$ cat src/ece_pkg.sv
// ----------------------------------------------------------------------------
// Easing curve evaluator package
// Curve codes, queue entry type, fixed-point constants and the elaboration-time
// generators for the sine and exponential tables of the out-elastic curve.
// ----------------------------------------------------------------------------
package ece_pkg;

	typedef enum logic [3:0] {
		CURVE_LINEAR,
		CURVE_IN_QUAD,
		CURVE_OUT_QUAD,
		CURVE_INOUT_QUAD,
		CURVE_IN_CUBIC,
		CURVE_OUT_CUBIC,
		CURVE_INOUT_CUBIC,
		CURVE_OUT_BACK,
		CURVE_OUT_ELASTIC,
		CURVE_OUT_BOUNCE
	} curve_t;

	// One classified item waiting between the front end and the evaluator.
	typedef struct packed {
		curve_t      curve;
		logic        lo_half;
		logic [16:0] t;
	} item_t;

	localparam int unsigned QUEUE_DEPTH     = 4;
	localparam int unsigned QUEUE_AW        = 2;
	localparam int unsigned PIPE_STAGES     = 5;
	localparam int unsigned OUTSTANDING_MAX = QUEUE_DEPTH + PIPE_STAGES;

	localparam logic [16:0] ONE_Q16  = 17'd65536;
	localparam logic [16:0] HALF_Q16 = 17'd32768;
	localparam logic [16:0] C1_Q16   = 17'd111515;
	localparam logic [17:0] C3_Q16   = 18'd177051;

	localparam longint unsigned TWO_PI_Q30 = 64'd6746518852;
	localparam longint unsigned LN2_Q30    = 64'd744261118;

	localparam longint unsigned SIN_DIV [6]  = '{6, 20, 42, 72, 110, 156};
	localparam longint unsigned EXP_DIV [13] = '{1, 2, 3, 4, 5, 6, 7, 8, 9, 10, 11, 12, 13};

	// sin(2*pi*idx/2^tb) in Q16, by quarter-wave folding and a Taylor series in Q30.
	function automatic logic signed [17:0] sin_entry(input int unsigned idx,
		input int unsigned tb);
		longint unsigned nn;
		longint unsigned j;
		longint unsigned x;
		longint unsigned x2;
		longint unsigned term;
		longint          sum;
		logic            neg;
		nn  = 64'd1 << tb;
		j   = longint'(idx) & (nn - 64'd1);
		neg = 1'b0;
		if (j >= (nn >> 1)) begin
			neg = 1'b1;
			j   = j - (nn >> 1);
		end
		if (j > (nn >> 2))
			j = (nn >> 1) - j;
		x    = (TWO_PI_Q30 * j + (nn >> 1)) >> tb;
		x2   = (x * x) >> 30;
		term = x;
		sum  = longint'(x);
		for (int k = 1; k <= 6; k++) begin
			term = ((term * x2) >> 30) / SIN_DIV[k - 1];
			if (k[0])
				sum = sum - longint'(term);
			else
				sum = sum + longint'(term);
		end
		if (sum < 0)
			sum = 0;
		sum = longint'((longint'(unsigned'(sum)) + 64'd8192) >> 14);
		return neg ? 18'(-sum) : 18'(sum);
	endfunction

	// 2^(-k/2^tb) in Q16, by a Taylor series of exp(-k*ln2/2^tb) in Q30.
	function automatic logic [16:0] exp_entry(input int unsigned k, input int unsigned tb);
		longint unsigned nn;
		longint unsigned y;
		longint unsigned term;
		longint          sum;
		nn   = 64'd1 << tb;
		y    = (LN2_Q30 * longint'(k) + (nn >> 1)) >> tb;
		term = 64'd1 << 30;
		sum  = longint'(term);
		for (int m = 1; m <= 13; m++) begin
			term = ((term * y) >> 30) / EXP_DIV[m - 1];
			if (m[0])
				sum = sum - longint'(term);
			else
				sum = sum + longint'(term);
		end
		if (sum < 0)
			sum = 0;
		return 17'((longint'(unsigned'(sum)) + 64'd8192) >> 14);
	endfunction

endpackage

$ cat src/ece_front.sv
// ----------------------------------------------------------------------------
// Easing front end
// Accepts input transactions, saturates progress to one and decodes the curve.
// ----------------------------------------------------------------------------
module ece_front import ece_pkg::*; (
	input  logic        s_axis_tvalid,
	output logic        s_axis_tready,
	input  logic [23:0] s_axis_tdata,   // [16:0] progress, rest zero
	input  logic [3:0]  s_axis_tuser,   // [3:0] curve_select
	input  logic        queue_ready,
	output logic        push,
	output item_t       push_item
);

	logic [16:0] t_sat;
	curve_t      curve;

	always_comb begin
		t_sat = (s_axis_tdata[16:0] > ONE_Q16) ? ONE_Q16 : s_axis_tdata[16:0];
		if (s_axis_tuser <= 4'(CURVE_OUT_BOUNCE))
			curve = curve_t'(s_axis_tuser);
		else
			curve = CURVE_LINEAR;
		// Out-elastic passes its endpoints through unchanged, like linear.
		if (curve == CURVE_OUT_ELASTIC && (t_sat == 17'd0 || t_sat == ONE_Q16))
			curve = CURVE_LINEAR;
	end

	assign s_axis_tready     = queue_ready;
	assign push              = s_axis_tvalid && queue_ready;
	assign push_item.curve   = curve;
	assign push_item.lo_half = (t_sat < HALF_Q16);
	assign push_item.t       = t_sat;

endmodule

$ cat config.mk
export PLATFORM = sky130hd
export DESIGN_NAME = ece_front
export DESIGN_NICKNAME = d
export VERILOG_FILES = /design/src/ece_pkg.sv /design/src/ece_front.sv
export SDC_FILE = /design/constraint.sdc
export NUM_CORES = 1
export LEC_CHECK = 0
export ABC_AREA = 1
export ABC_CLOCK_PERIOD_IN_PS = 800
export BUFFER_PORTS_ARGS = -buffer_cell sky130_fd_sc_hd__buf_2
export CAP_MARGIN = 20
export CORE_AREA = 2 2 39 41
export DETAILED_ROUTE_END_ITERATION = 8
export DIE_AREA = 0 0 41 43
export PLACE_DENSITY = 0.75
export SETUP_SLACK_MARGIN = 0.4
export SLEW_MARGIN = 15
export SYNTH_ARGS = -nofsm -noshare
export SYNTH_HDL_FRONTEND = slang
export SYNTH_SLANG_ARGS = --single-unit
$ cat constraint.sdc
create_clock -name vclk -period 0.8
set_input_delay 0.12 -clock vclk [all_inputs]
set_output_delay 0.12 -clock vclk [all_outputs]
set_load 0.02 [all_outputs]
==> metrics.txt <==
status finished with violations; failing checks negative setup slack; YS warnings 0; maxcap violations 0; Final min period 1.15 ns; Adder-Cell Fraction of Synth Area 0%; Worst Tran Pin Value 0.243 ns; Slew Limit Fails 0; beginning of the critical path s_axis_tdata[12]; Distinct cells, synth 11; Die X 41 um; I/O pin count 54; Final Hold Viols 0; Compound-Gate Fraction of Synth Area 8.43%; main combinational cell family by area after synthesis simple AND/OR/NAND/NOR gates; via count 577; hold worst-path end s_axis_tready; Area growth, synth to finish 290%; Relative slew margins 83.7%; CTS Hold Bufs 0; Synth Area in XOR/XNOR 0%; gr ovfl total 0; VDD IR-drop max 0.000325 V; first drt pass iteration count 2; Crit Path Category input pin to primary output; Final WS setup -0.354 ns; Simple-Gate Fraction of Synth Area 59.0%; CP startpoint kind input pin; final wirelength 1570 um; floorplan row count 14; Slowest-stage cell, CP clkbuf_16; Post-Synthesis Cells 65; register area 0 sq um; GPL Wtd Cong 0.640; cell family with most CP delay simple AND/OR/NAND/NOR gates; CP peak stage delay 0.17 ns; hold crit path type input pin to primary output; post-synthesis mux area share 0%; hold path cells 2; vias per cell 4.24; starting density of the core 22.5%; Synth Area per Inst 4.79 sq um; Power Dens Cells 560 mW/mm^2; drt drc 0; Buf/Inv on CP 3; Total GRT Usage 18.7%; final-layout clock buffer total 0; Req. time, crit path 0.68 ns; input/output buffers 47; Routed wire per std cell 11.6 um; cell depth of the worst setup path 8; core area 0.00138 sq mm; DR iter-0 viols 1; Post-DRT Antenna Nets 0; vias in the first global route 572; Tot Pwr 681 uW; FF+latch count 0; layout cell share with drive strength beyond 1 83.3%; final hold slack 0.423 ns; die area 0.00176 sq mm; Final period util 144%; Syn Std Cell Area 312 sq um; crit path DAT 1.03 ns; unrepaired setup endpoints after global routing yes; Total Nets Final 152; DPL Wire Length 872 um; fmax 867 MHz; worst path cell trace buf_6 -> nor2_2 -> nand2_2 -> nor2_4 -> a21oi_4 -> clkbuf_16 -> nor2_4 -> buf_6; initial antenna violation count 0; first-pass GRT wire length 2350 um; hold path startpoint queue_ready; diode count 0; count of final setup violators 17; Critical Path End Type primary output; die height 43 um; largest net degree at the start of global routing 8; sequential share of the synthesized area 0%; syn nets 95; Leak 0.586 nW; crit path max fanout 4
cells in the final DEF (no fill, tap or decap):
cell type	netlist	routed
nand3_1	1	1
a21oi_4	1	3
nand2_2	0	5
buf_2	0	2
nand2_1	8	1
inv_8	0	1
buf_4	1	3
buf_6	1	45
nand2_4	0	2
nor2_2	10	4
clkbuf_16	0	1
nor2_4	2	25
inv_1	21	18
inv_2	0	1
inv_12	0	1
buf_8	0	5
buf_12	0	2
repair_timing:
action | 4_1_cts | 5_1_grt
endpoints found under the setup margin | 24 | 24
cloned | 1 | 0
pin swaps | 18 | 10
buffers inserted | 4 | 1
resized for setup | 98 | 10
per-stage QoR:
step           TNS, ns  cell area [sq um]  std cells  util [%]  setup slack, ns
6_report         -5.72               1220        136      87.9           -0.354
5_1_grt          -6.59               1220        136      87.9           -0.407
4_1_cts          -5.27               1180        135      85.3           -0.344
3_5_place_dp    -10.51                727        130      52.5           -0.704
3_3_place_gp    -10.12                727        130      52.5           -0.660
2_1_floorplan    -2.04                467         65         -           -0.151
layer usage:
layer | part of all wire (%) | vias up | global-route usage (%)
li1 | - | 287 | -
met1 | 29 | 261 | 19.6
met2 | 66 | 29 | 36.9
met3 | 4.8 | 0 | 1.57
met4 | 0 | 0 | 2.67
met5 | 0 | - | 0
worst max-delay path by stage:
stage | to | slack, ns
detailed placement | push_item[15] | -0.70
global route | push_item[7] | -0.41
finish | push_item[7] | -0.35
global placement | push_item[15] | -0.66
floorplan | push_item[10] | -0.15
CTS | push_item[15] | -0.34
cell usage after synthesis:
cell type | n | area (sq um)
nor2_4 | 2 | 22.5
nand3_1 | 1 | 5.00
a21oi_1 | 2 | 10.0
inv_1 | 21 | 78.8
nor2_1 | 17 | 63.8
a21oi_4 | 1 | 16.3
nand2_1 | 8 | 30.0
nor2_2 | 10 | 62.6
buf_4 | 1 | 7.51
buf_6 | 1 | 11.3
clkbuf_1 | 1 | 3.75
cell type report:
type / instances / area, sq um
Fill cell: 67 / 168
Inverter: 21 / 98.8
Multi-Input combinational cell: 41 / 418
Tap cell: 16 / 20.0
Timing Repair Buffer: 58 / 679
cells by family after synthesis:
group | after synthesis
buf+inv | 24
compound gates | 3
simple gates | 38
where the power goes:
| part | internal [mW] | switching (mW) |
|---|---|---|
| Combinational | 0.367 | 0.314 |
| Clock | 0 | 0 |
| Sequential | 0 | 0 |
| Total | 0.367 | 0.314 |
Note: power is estimated with default switching activity, not from simulation.
