File: src/ece_pkg.sv
// ----------------------------------------------------------------------------
// Easing curve evaluator package
// Curve codes, queue entry type, fixed-point constants and the elaboration-time
// generators for the sine and exponential tables of the out-elastic curve.
// ----------------------------------------------------------------------------
package ece_pkg;

	typedef enum logic [3:0] {
		CURVE_LINEAR,
		CURVE_IN_QUAD,
		CURVE_OUT_QUAD,
		CURVE_INOUT_QUAD,
		CURVE_IN_CUBIC,
		CURVE_OUT_CUBIC,
		CURVE_INOUT_CUBIC,
		CURVE_OUT_BACK,
		CURVE_OUT_ELASTIC,
		CURVE_OUT_BOUNCE
	} curve_t;

	// One classified item waiting between the front end and the evaluator.
	typedef struct packed {
		curve_t      curve;
		logic        lo_half;
		logic [16:0] t;
	} item_t;

	localparam int unsigned QUEUE_DEPTH     = 4;
	localparam int unsigned QUEUE_AW        = 2;
	localparam int unsigned PIPE_STAGES     = 5;
	localparam int unsigned OUTSTANDING_MAX = QUEUE_DEPTH + PIPE_STAGES;

	localparam logic [16:0] ONE_Q16  = 17'd65536;
	localparam logic [16:0] HALF_Q16 = 17'd32768;
	localparam logic [16:0] C1_Q16   = 17'd111515;
	localparam logic [17:0] C3_Q16   = 18'd177051;

	localparam longint unsigned TWO_PI_Q30 = 64'd6746518852;
	localparam longint unsigned LN2_Q30    = 64'd744261118;

	localparam longint unsigned SIN_DIV [6]  = '{6, 20, 42, 72, 110, 156};
	localparam longint unsigned EXP_DIV [13] = '{1, 2, 3, 4, 5, 6, 7, 8, 9, 10, 11, 12, 13};

	// sin(2*pi*idx/2^tb) in Q16, by quarter-wave folding and a Taylor series in Q30.
	function automatic logic signed [17:0] sin_entry(input int unsigned idx,
		input int unsigned tb);
		longint unsigned nn;
		longint unsigned j;
		longint unsigned x;
		longint unsigned x2;
		longint unsigned term;
		longint          sum;
		logic            neg;
		nn  = 64'd1 << tb;
		j   = longint'(idx) & (nn - 64'd1);
		neg = 1'b0;
		if (j >= (nn >> 1)) begin
			neg = 1'b1;
			j   = j - (nn >> 1);
		end
		if (j > (nn >> 2))
			j = (nn >> 1) - j;
		x    = (TWO_PI_Q30 * j + (nn >> 1)) >> tb;
		x2   = (x * x) >> 30;
		term = x;
		sum  = longint'(x);
		for (int k = 1; k <= 6; k++) begin
			term = ((term * x2) >> 30) / SIN_DIV[k - 1];
			if (k[0])
				sum = sum - longint'(term);
			else
				sum = sum + longint'(term);
		end
		if (sum < 0)
			sum = 0;
		sum = longint'((longint'(unsigned'(sum)) + 64'd8192) >> 14);
		return neg ? 18'(-sum) : 18'(sum);
	endfunction

	// 2^(-k/2^tb) in Q16, by a Taylor series of exp(-k*ln2/2^tb) in Q30.
	function automatic logic [16:0] exp_entry(input int unsigned k, input int unsigned tb);
		longint unsigned nn;
		longint unsigned y;
		longint unsigned term;
		longint          sum;
		nn   = 64'd1 << tb;
		y    = (LN2_Q30 * longint'(k) + (nn >> 1)) >> tb;
		term = 64'd1 << 30;
		sum  = longint'(term);
		for (int m = 1; m <= 13; m++) begin
			term = ((term * y) >> 30) / EXP_DIV[m - 1];
			if (m[0])
				sum = sum - longint'(term);
			else
				sum = sum + longint'(term);
		end
		if (sum < 0)
			sum = 0;
		return 17'((longint'(unsigned'(sum)) + 64'd8192) >> 14);
	endfunction

endpackage

File: src/ece_queue.sv
// ----------------------------------------------------------------------------
// Easing item queue
// Small FIFO that decouples the front end from the evaluator pipeline.
// ----------------------------------------------------------------------------
module ece_queue import ece_pkg::*; (
	input  logic  clk,
	input  logic  arst_n,
	input  logic  push,
	input  item_t push_item,
	output logic  push_ready,
	input  logic  pop,
	output logic  pop_valid,
	output item_t pop_item
);

	item_t               mem_q [QUEUE_DEPTH];
	logic [QUEUE_AW-1:0] wr_ptr_q;
	logic [QUEUE_AW-1:0] rd_ptr_q;
	logic [QUEUE_AW:0]   count_q;

	assign push_ready = (count_q != (QUEUE_AW+1)'(QUEUE_DEPTH));
	assign pop_valid  = (count_q != '0);
	assign pop_item   = mem_q[rd_ptr_q];

	always_ff @(posedge clk) begin
		if (push)
			mem_q[wr_ptr_q] <= push_item;
	end

	always_ff @(posedge clk or negedge arst_n) begin
		if (!arst_n) begin
			wr_ptr_q <= '0;
			rd_ptr_q <= '0;
			count_q  <= '0;
		end else begin
			if (push)
				wr_ptr_q <= wr_ptr_q + 1'b1;
			if (pop)
				rd_ptr_q <= rd_ptr_q + 1'b1;
			if (push && !pop)
				count_q <= count_q + 1'b1;
			else if (pop && !push)
				count_q <= count_q - 1'b1;
		end
	end

endmodule

File: config.mk
export PLATFORM = sky130hd
export DESIGN_NAME = ece_queue
export DESIGN_NICKNAME = d
export VERILOG_FILES = /design/src/ece_pkg.sv /design/src/ece_queue.sv
export SDC_FILE = /design/constraint.sdc
export NUM_CORES = 1
export LEC_CHECK = 0
export CAP_MARGIN = 20
export CELL_PAD_IN_SITES_DETAIL_PLACEMENT = 0
export CELL_PAD_IN_SITES_GLOBAL_PLACEMENT = 2
export CORE_UTILIZATION = 52
export DETAILED_ROUTE_END_ITERATION = 8
export DONT_BUFFER_PORTS = 1
export PLACE_DENSITY = 0.9
export SYNTH_ARGS = -nofsm -noshare
export SYNTH_HDL_FRONTEND = slang
export SYNTH_SLANG_ARGS = --single-unit
File: constraint.sdc
create_clock -name clk -period 4.91 [get_ports clk]
set_input_delay 0.982 -clock clk [delete_from_list [all_inputs] [get_ports clk]]
set_output_delay 0.982 -clock clk [all_outputs]
set_load 0.02 [all_outputs]
==> results of run 1 <==
registers in the layout, summed over array words and instances, names as in the netlist:
signal / count
mem_q: 88
count_q: 3
rd_ptr_q: 2
wr_ptr_q: 2
critical path: cells and delay by family, from the launching register on:
family | cells | cell delay, ns
flip-flops | 1 | 0.97
buffers and inverters | 1 | 0.34
multiplexers | 1 | 0.60
per-layer routing:
metal	share of wire, %	up-vias	GRT usage, %	wire length (µm)
met1	40	739	17.71	2014
met5	0	-	0	0
met2	51	46	23.53	2547
li1	-	632	-	-
met3	8.0	7	6.128	403
met4	1.5	0	8.636	77
power groups by stage:
stage,Clock [mW],Sequential (mW),Combinational [mW]
after floorplan,0,1.12,0.614
after global placement,0,1.20,0.584
after detailed placement,0,1.22,0.600
after CTS,0.435,1.20,0.602
after global routing,0.467,1.21,0.667
final,0.423,1.19,0.632
path summary, 6_finish.rpt:
| kind | from | slack [ns] | end |
|---|---|---|---|
| worst min register to register | count_q[2]$_DFFE_PN0P_ | 0.50 | count_q[2]$_DFFE_PN0P_ |
| worst min-delay path | arst_n | 0.33 | wr_ptr_q[1]$_DFFE_PN0P_ |
| worst max register to register | wr_ptr_q[1]$_DFFE_PN0P_ | 3.24 | mem_q[1][12]$_DFFE_PP_ |
| worst max-delay path | rd_ptr_q[0]$_DFFE_PN0P_ | 1.68 | pop_item[15] |
| min in group clk | count_q[2]$_DFFE_PN0P_ | 0.50 | count_q[2]$_DFFE_PN0P_ |
| max in group asynchronous | arst_n | 4.51 | rd_ptr_q[1]$_DFFE_PN0P_ |
cell families after synthesis:
group / share of synthesized area [%]
buf+inv: 2.116
fa+ha+maj: 2.290
flops: 78.14
xor+xnor: 1.457
simple gates: 1.388
mux: 14.47
compound gates: 0.1387
cell type report:
class                      count  area share [%]
clock buffer                  10           3.273
clock inverter                 6          0.9628
inverter                       4          0.3851
multi-input combinational     46           18.26
sequential                    95           72.27
tap                           77           2.471
timing repair buffer           5           2.375
synth_stat cells, drive strengths merged:
master,number,share of area (%)
nand2,3,0.31
xor2,4,0.97
ha,5,1.7
o21ai,1,0.14
buf,5,1.7
edfxtp,88,73
or3,1,0.17
xnor2,2,0.49
fa,1,0.56
mux4,22,14
nor2,2,0.21
and2,4,0.69
inv,4,0.42
dfrtp,7,4.9
mux2,1,0.31
==> run_results.csv, run 1 <==
group,metric,value,unit
power,p_int,1.518,mW
clock_tree,cts_setup_buffers,0,
layout,finalNonFillerCells,243,
place,dpl.hpwl,3172,µm
critical_path,cp.arrival,2.25,ns
place,pre_cts_ws,1.978,ns
floorplanning,die_y,85.28,µm
critical_path,worstSetupEndpointType,"output pin",
floorplanning,core_area,6531,µm²
clock_tree,htree_levels,3,
timing,hold_viol_final,0,
route,routed_wl,5042,µm
power,power_switching,0.7232,mW
place,gp_congestion,0.6565,
grt,grt_usage,15.02,%
timing,min_period_over_period,65.88,%
synthesis,yosysWarnings,0,
floorplanning,placementRows,29,
clock_tree,clockBufferDepth,2,
clock_tree,post_cts_resized,0,
clock_tree,cts-root-buf,"clkbuf_8",
floorplanning,die_area,7272,µm²
timing,fin_ws,1.675,ns
synthesis,ys_seq_area_share,78.14,%
clock_tree,clk_latency,0.34,ns
timing,fin_skew,0.005362,ns
layout,syn2layout_area_growth,8.119,%
timing,fin_setup_tns,0,ns
layout,drive_gt1_share,22.29,%
grt,grt_overflow,0,
synthesis,syn_avg_cell_area,24.04,µm²
critical_path,crit_slowest_cell,"dfrtp_1",
synthesis,ys_seq_elements,95,
clock_tree,cts_tree,"done",
place,io_buffers,0,
layout,nets,193,
route,first_pass_iters,4,
timing,finalSetupViolCount,0,
route,vias,1424,
power,pwr-share-clk,18.9,%
power,leakage,1.273,nW
layout,diodes,0,
synthesis,synth_nets,182,
clock_tree,ctsHoldBuffers,0,
clock_tree,numCtsBuffers,9,
critical_path,cp_max_fo,17,
power,power,2.241,mW
critical_path,crit_path_max_incr_delay,0.97,ns
grt,grt_pass1_vias,1467,
status,status,"finished clean",
critical_path,ff2ff_path_depth,4,
layout,final_cell_mix,"edfxtp_1, mux4_2, clkbuf_8",
critical_path,crit_type,"flip-flop to output pin",
grt,antenna_found_initial,0,
synthesis,synth_cell_types,18,
synthesis,synthCells,150,
grt,grt_pass1_wl,7728,µm
route,drt-initial-drc-count,59,
grt,grt_max_degree,24,
layout,utilization,59.69,%
timing,worst_slew_pin_slew,1.003,ns
timing,grt_setup_unrepaired,"false",
timing,whs,0.3278,ns
critical_path,required,3.93,ns
critical_path,cp-start-kind,"flip-flop",
layout,fill_cells,448,
floorplanning,fp.dieW,85.28,µm
floorplanning,ios,50,
power,comb_power_share,28.2,%
timing,slew_headroom,33.11,%
run,drv_cap,0,
clock_tree,cts.sinks,95,
route,wl_per_cell,20.75,µm
route,ant_nets,0,
power,p_per_area,574.9,nW/µm²
layout,seq_area,2818,µm²
clock_tree,path_clk_slew,0.08,ns
timing,slew_viol_final,0,
timing,max_freq,0.3091,GHz
synthesis,netlist_area,3606,µm²
power,swShare,32.27,%
power,p_seq_share,52.9,%
layout,multi_input_area,711.9,µm²
timing,fin_crit,3.235,ns
place,dp.cells,223,
route,drc_errors,0,
power,ir_drop,0.2983,mV
critical_path,critical_path.cell_chain,"buf_4, mux4_2",
place,placed_area,3649,µm²
layout,design_area,3899,µm²
hold_path,hp-class,"primary input to async pin",
floorplanning,initial_core_util,55.21,%
layout,final_common_cell,"edfxtp_1",
route,viasPerCell,5.860,
No activity file was read; power rests on OpenSTA's default activity.
==> inputs of run 2 (changes only) <==
CORE_UTILIZATION = 48   (was 52)
PLACE_DENSITY = 0.84   (was 0.9)
clock period = 3.3 ns   (was 4.91 ns; I/O delays follow)
==> run_results.csv, run 2 (synthesis gave the netlist of run 1 again) <==
group,metric,value,unit
clock_tree,clockBufferDepth,2,
grt,grt_overflow,0,
layout,fill_cells,555,
critical_path,crit_type,"flip-flop to output pin",
timing,worst_slew_pin_slew,0.6064,ns
power,ir_drop,0.4588,mV
clock_tree,numCtsBuffers,9,
layout,nets,196,
timing,grt_setup_unrepaired,"false",
timing,slew_headroom,59.58,%
timing,slew_viol_final,0,
timing,min_period_over_period,71.76,%
critical_path,critical_path.cell_chain,"buf_4, mux4_1",
clock_tree,cts-root-buf,"clkbuf_8",
critical_path,crit_slowest_cell,"mux4_1",
clock_tree,post_cts_resized,0,
floorplanning,die_y,88.68,µm
route,drc_errors,0,
timing,fin_setup_tns,0,ns
power,power,3.482,mW
layout,diodes,0,
grt,grt_max_degree,23,
clock_tree,cts.sinks,95,
timing,fin_crit,2.368,ns
layout,largest_reg_flops,88,
route,viasPerCell,5.276,
layout,final_cell_mix,"edfxtp_1, mux4_2, clkbuf_8",
floorplanning,ios,50,
place,gp_congestion,0.7086,
layout,syn2layout_area_growth,9.368,%
critical_path,cp-start-kind,"flip-flop",
route,drt-initial-drc-count,86,
layout,finalNonFillerCells,268,
timing,finalSetupViolCount,0,
critical_path,cp_max_fo,14,
place,dpl.hpwl,3619,µm
power,leakage,1.304,nW
clock_tree,htree_levels,3,
grt,antenna_found_initial,0,
route,vias,1414,
critical_path,crit_path_max_incr_delay,0.73,ns
route,first_pass_iters,4,
timing,fin_skew,0.008013,ns
route,routed_wl,5411,µm
clock_tree,cts_setup_buffers,0,
critical_path,cp.arrival,1.71,ns
critical_path,path_delay_family,"multiplexers",
floorplanning,core_area,7253,µm²
timing,max_freq,0.4223,GHz
grt,grt_usage,15.34,%
floorplanning,placementRows,31,
layout,final_common_cell,"edfxtp_1",
floorplanning,initial_core_util,49.72,%
status,status,"finished clean",
place,io_buffers,0,
timing,whs,0.3849,ns
clock_tree,clk_latency,0.35,ns
floorplanning,die_area,7863,µm²
timing,hold_viol_final,0,
layout,drive_gt1_share,23.67,%
clock_tree,path_clk_slew,0.09,ns
route,wl_per_cell,20.19,µm
grt,grt_pass1_wl,8224,µm
grt,grt_pass1_vias,1530,
hold_path,hp-class,"primary input to flip-flop",
route,ant_nets,0,
critical_path,required,2.64,ns
layout,utilization,54.37,%
layout,largestRegisters,"mem_q (88), count_q (3)",
layout,regMostFlops,"mem_q",
critical_path,worstSetupEndpointType,"output pin",
floorplanning,fp.dieW,88.68,µm
critical_path,cp.buffers_inverters,1,
clock_tree,cts_tree,"done",
run,drv_cap,0,
place,dp.cells,251,
power,p_per_area,882.8,nW/µm²
-- run 2: worst paths after layout --
path                                         startpoint                      end  slack [ns]  cells past startpoint
worst min-delay path                                pop  rd_ptr_q[0]$_DFFE_PN0P_        0.38                      1
worst min register to register  rd_ptr_q[1]$_DFFE_PN0P_  rd_ptr_q[1]$_DFFE_PN0P_        0.47                      1
max in group asynchronous                        arst_n  wr_ptr_q[0]$_DFFE_PN0P_        2.41                      1
min in group asynchronous                        arst_n   count_q[2]$_DFFE_PN0P_        0.63                      1
worst max-delay path            rd_ptr_q[0]$_DFFE_PN0P_             pop_item[18]        0.93                      2
worst max register to register  wr_ptr_q[0]$_DFFE_PN0P_   mem_q[0][15]$_DFFE_PP_        1.49                      4
-- run 2: routing by layer --
layer	track usage [%]	share of wire [%]	vias up
li1	-	-	639
met1	18.21	40	719
met2	25.66	51	47
met3	5.131	7.2	9
met4	6.745	1.9	0
met5	0	0	-
-- run 2: stage by stage --
| step | cell area (µm²) | setup WS, ns |
|---|---|---|
| after floorplan | 3606 | 1.479 |
| after global placement | 3721 | 1.284 |
| after detailed placement | 3721 | 1.290 |
| after CTS | 3944 | 0.8944 |
| after global routing | 3944 | 0.8285 |
| final | 3944 | 0.9320 |
-- run 2: timing repair --
action                                  CTS  global route
hold endpoints to repair                  7             0
hold buffers                              1             0
endpoints found under the setup margin    0             0
-- run 2: area by class of cell --
type	count	area, µm²	share of cell area [%]
Sequential cell	95	2818	71.45
Timing Repair Buffer	8	62.56	1.586
Clock inverter	5	81.33	2.062
Clock buffer	11	131.4	3.331
Inverter	4	15.01	0.3807
Multi-Input combinational cell	46	711.9	18.05
Tap cell	99	123.9	3.141
-- run 2: power breakdown --
part / switching, mW / internal, mW / leakage [nW]
combinational: 0.634 / 0.386 / 0.310
sequential: 0.0802 / 1.59 / 0.890
clock: 0.368 / 0.429 / 0.104
total: 1.08 / 2.40 / 1.30
==> inputs of run 3 (changes only) <==
clock period = 2.4 ns   (was 3.3 ns; I/O delays follow)
==> run_results.csv, run 3 (synthesis gave the netlist of run 1 again) <==
group,metric,value,unit
status,status,"finished clean",
critical_path,cp_max_fo,14,
clock_tree,clk_latency,0.36,ns
place,pre_cts_ws,0.5569,ns
layout,diodes,0,
critical_path,cp.arrival,1.72,ns
critical_path,regToRegSetupSlack,1.02,ns
timing,fin_skew,0.005723,ns
run,drv_cap,0,
critical_path,crit_type,"flip-flop to output pin",
floorplanning,fp.dieW,88.68,µm
critical_path,crit_end,"pop_item[18]",
critical_path,startpoint,"rd_ptr_q[0]$_DFFE_PN0P_",
layout,nets,200,
floorplanning,core_area,7253,µm²
floorplanning,die_y,88.68,µm
critical_path,ff2ff_path_depth,4,
floorplanning,ios,50,
route,wl_per_cell,19.90,µm
clock_tree,cts_tree,"done",
clock_tree,cts_setup_buffers,0,
timing,worst_slew_pin_slew,0.3259,ns
layout,regMostFlops,"mem_q",
route,first_pass_iters,3,
route,vias,1443,
route,drc_errors,0,
layout,drive_gt1_share,26.01,%
power,p_per_area,1197,nW/µm²
timing,fin_ws,0.2022,ns
layout,largest_reg_flops,88,
layout,largestRegisters,"mem_q (88), count_q (3)",
grt,grt_pass1_vias,1529,
grt,grt_usage,15.74,%
route,drt-initial-drc-count,66,
critical_path,required,1.92,ns
clock_tree,path_clk_slew,0.09,ns
grt,grt_max_degree,23,
critical_path,cp-start-kind,"flip-flop",
timing,slew_headroom,78.20,%
timing,hold_viol_final,0,
clock_tree,htree_levels,3,
timing,finalSetupViolCount,0,
clock_tree,clockBufferDepth,2,
timing,min_period_over_period,91.58,%
place,dpl.hpwl,3656,µm
hold_path,hp-class,"primary input to flip-flop",
floorplanning,placementRows,31,
route,routed_wl,5413,µm
timing,slew_viol_final,0,
grt,grt_pass1_wl,8266,µm
layout,final_common_cell,"edfxtp_1",
timing,grt_setup_unrepaired,"false",
floorplanning,initial_core_util,49.72,%
power,ir_drop,0.4895,mV
layout,final_cell_mix,"edfxtp_1, mux4_2, buf_4",
critical_path,crit-reg2reg-launch,"count_q[0]$_DFFE_PN0P_",
power,leakage,1.307,nW
floorplanning,die_area,7863,µm²
route,viasPerCell,5.305,
grt,grt_overflow,0,
critical_path,worstSetupEndpointType,"output pin",
timing,fin_crit,2.198,ns
timing,max_freq,0.4550,GHz
grt,antenna_found_initial,0,
layout,syn2layout_area_growth,9.750,%
place,io_buffers,0,
route,ant_nets,0,
critical_path,r2r-end,"count_q[2]$_DFFE_PN0P_",
clock_tree,numCtsBuffers,9,
hold_path,hp-start,"push",
timing,fin_setup_tns,0,ns
clock_tree,cts-root-buf,"clkbuf_8",
clock_tree,cts.sinks,95,
place,gp_congestion,0.7139,
==> run 3: changes by cell type in the layout (fill, tap and decap cells not counted), sizes merged <==
cell / previous run / this run
clkinv: 1 / 0
bufinv: 2 / 1
clkinvlp: 1 / 4
buf: 7 / 11
clkbuf: 11 / 10
==> run 3: layout make-up <==
class / count / area (µm²)
clock buffers: 10 / 127.6
clock inverters: 6 / 68.82
fillers: 570 / 3296
inverters: 4 / 15.01
multi-input cells: 46 / 711.9
flip-flops and latches: 95 / 2818
well taps: 99 / 123.9
repair buffers: 12 / 92.59
==> run 3: worst min-delay path by stage <==
| stage | to | cells past startpoint |
|---|---|---|
| after floorplan | count_q[0]$_DFFE_PN0P_ | 0 |
| after global placement | count_q[1]$_DFFE_PN0P_ | 0 |
| after detailed placement | count_q[1]$_DFFE_PN0P_ | 0 |
| after CTS | wr_ptr_q[0]$_DFFE_PN0P_ | 1 |
| after global routing | wr_ptr_q[0]$_DFFE_PN0P_ | 1 |
| final | wr_ptr_q[0]$_DFFE_PN0P_ | 1 |
==> run 3: stage by stage <==
stage	cell area [µm²]	instances	hold slack [ns]	power [mW]	utilization, %
floorplan	3606	150	0.1844	3.554	-
global placement	3751	255	0.1847	3.728	51.72
detailed placement	3751	255	0.1847	3.788	51.72
CTS	3958	272	0.1836	4.803	54.56
global route	3958	272	0.1804	4.969	54.56
finish	3958	272	0.2001	4.736	54.56
==> run 3: metal layers <==
metal  routed length [µm]  track usage [%]  vias to the layer above
met5                    0                0                        -
met4                  115            8.358                        0
met3                  381            5.410                       10
met2                 2902            26.92                       46
met1                 2014            17.38                      741
li1                     -                -                      646
==> run 3: worst max-delay path, stage by stage, from the launching register on <==
cell and delay (ns):
dfrtp_1 0.35, buf_4 0.27, mux4_1 0.74
==> run 3: repair_timing <==
item,in CTS,in global routing
hold buffers,1,0
endpoints found under the hold margin,7,0
resized for setup,0,0
==> run 3: power by group <==
part	leakage (nW)	internal (mW)	switching (mW)
Combinational	0.331	0.555	0.873
Sequential	0.890	2.18	0.114
Clock	0.0851	0.485	0.532
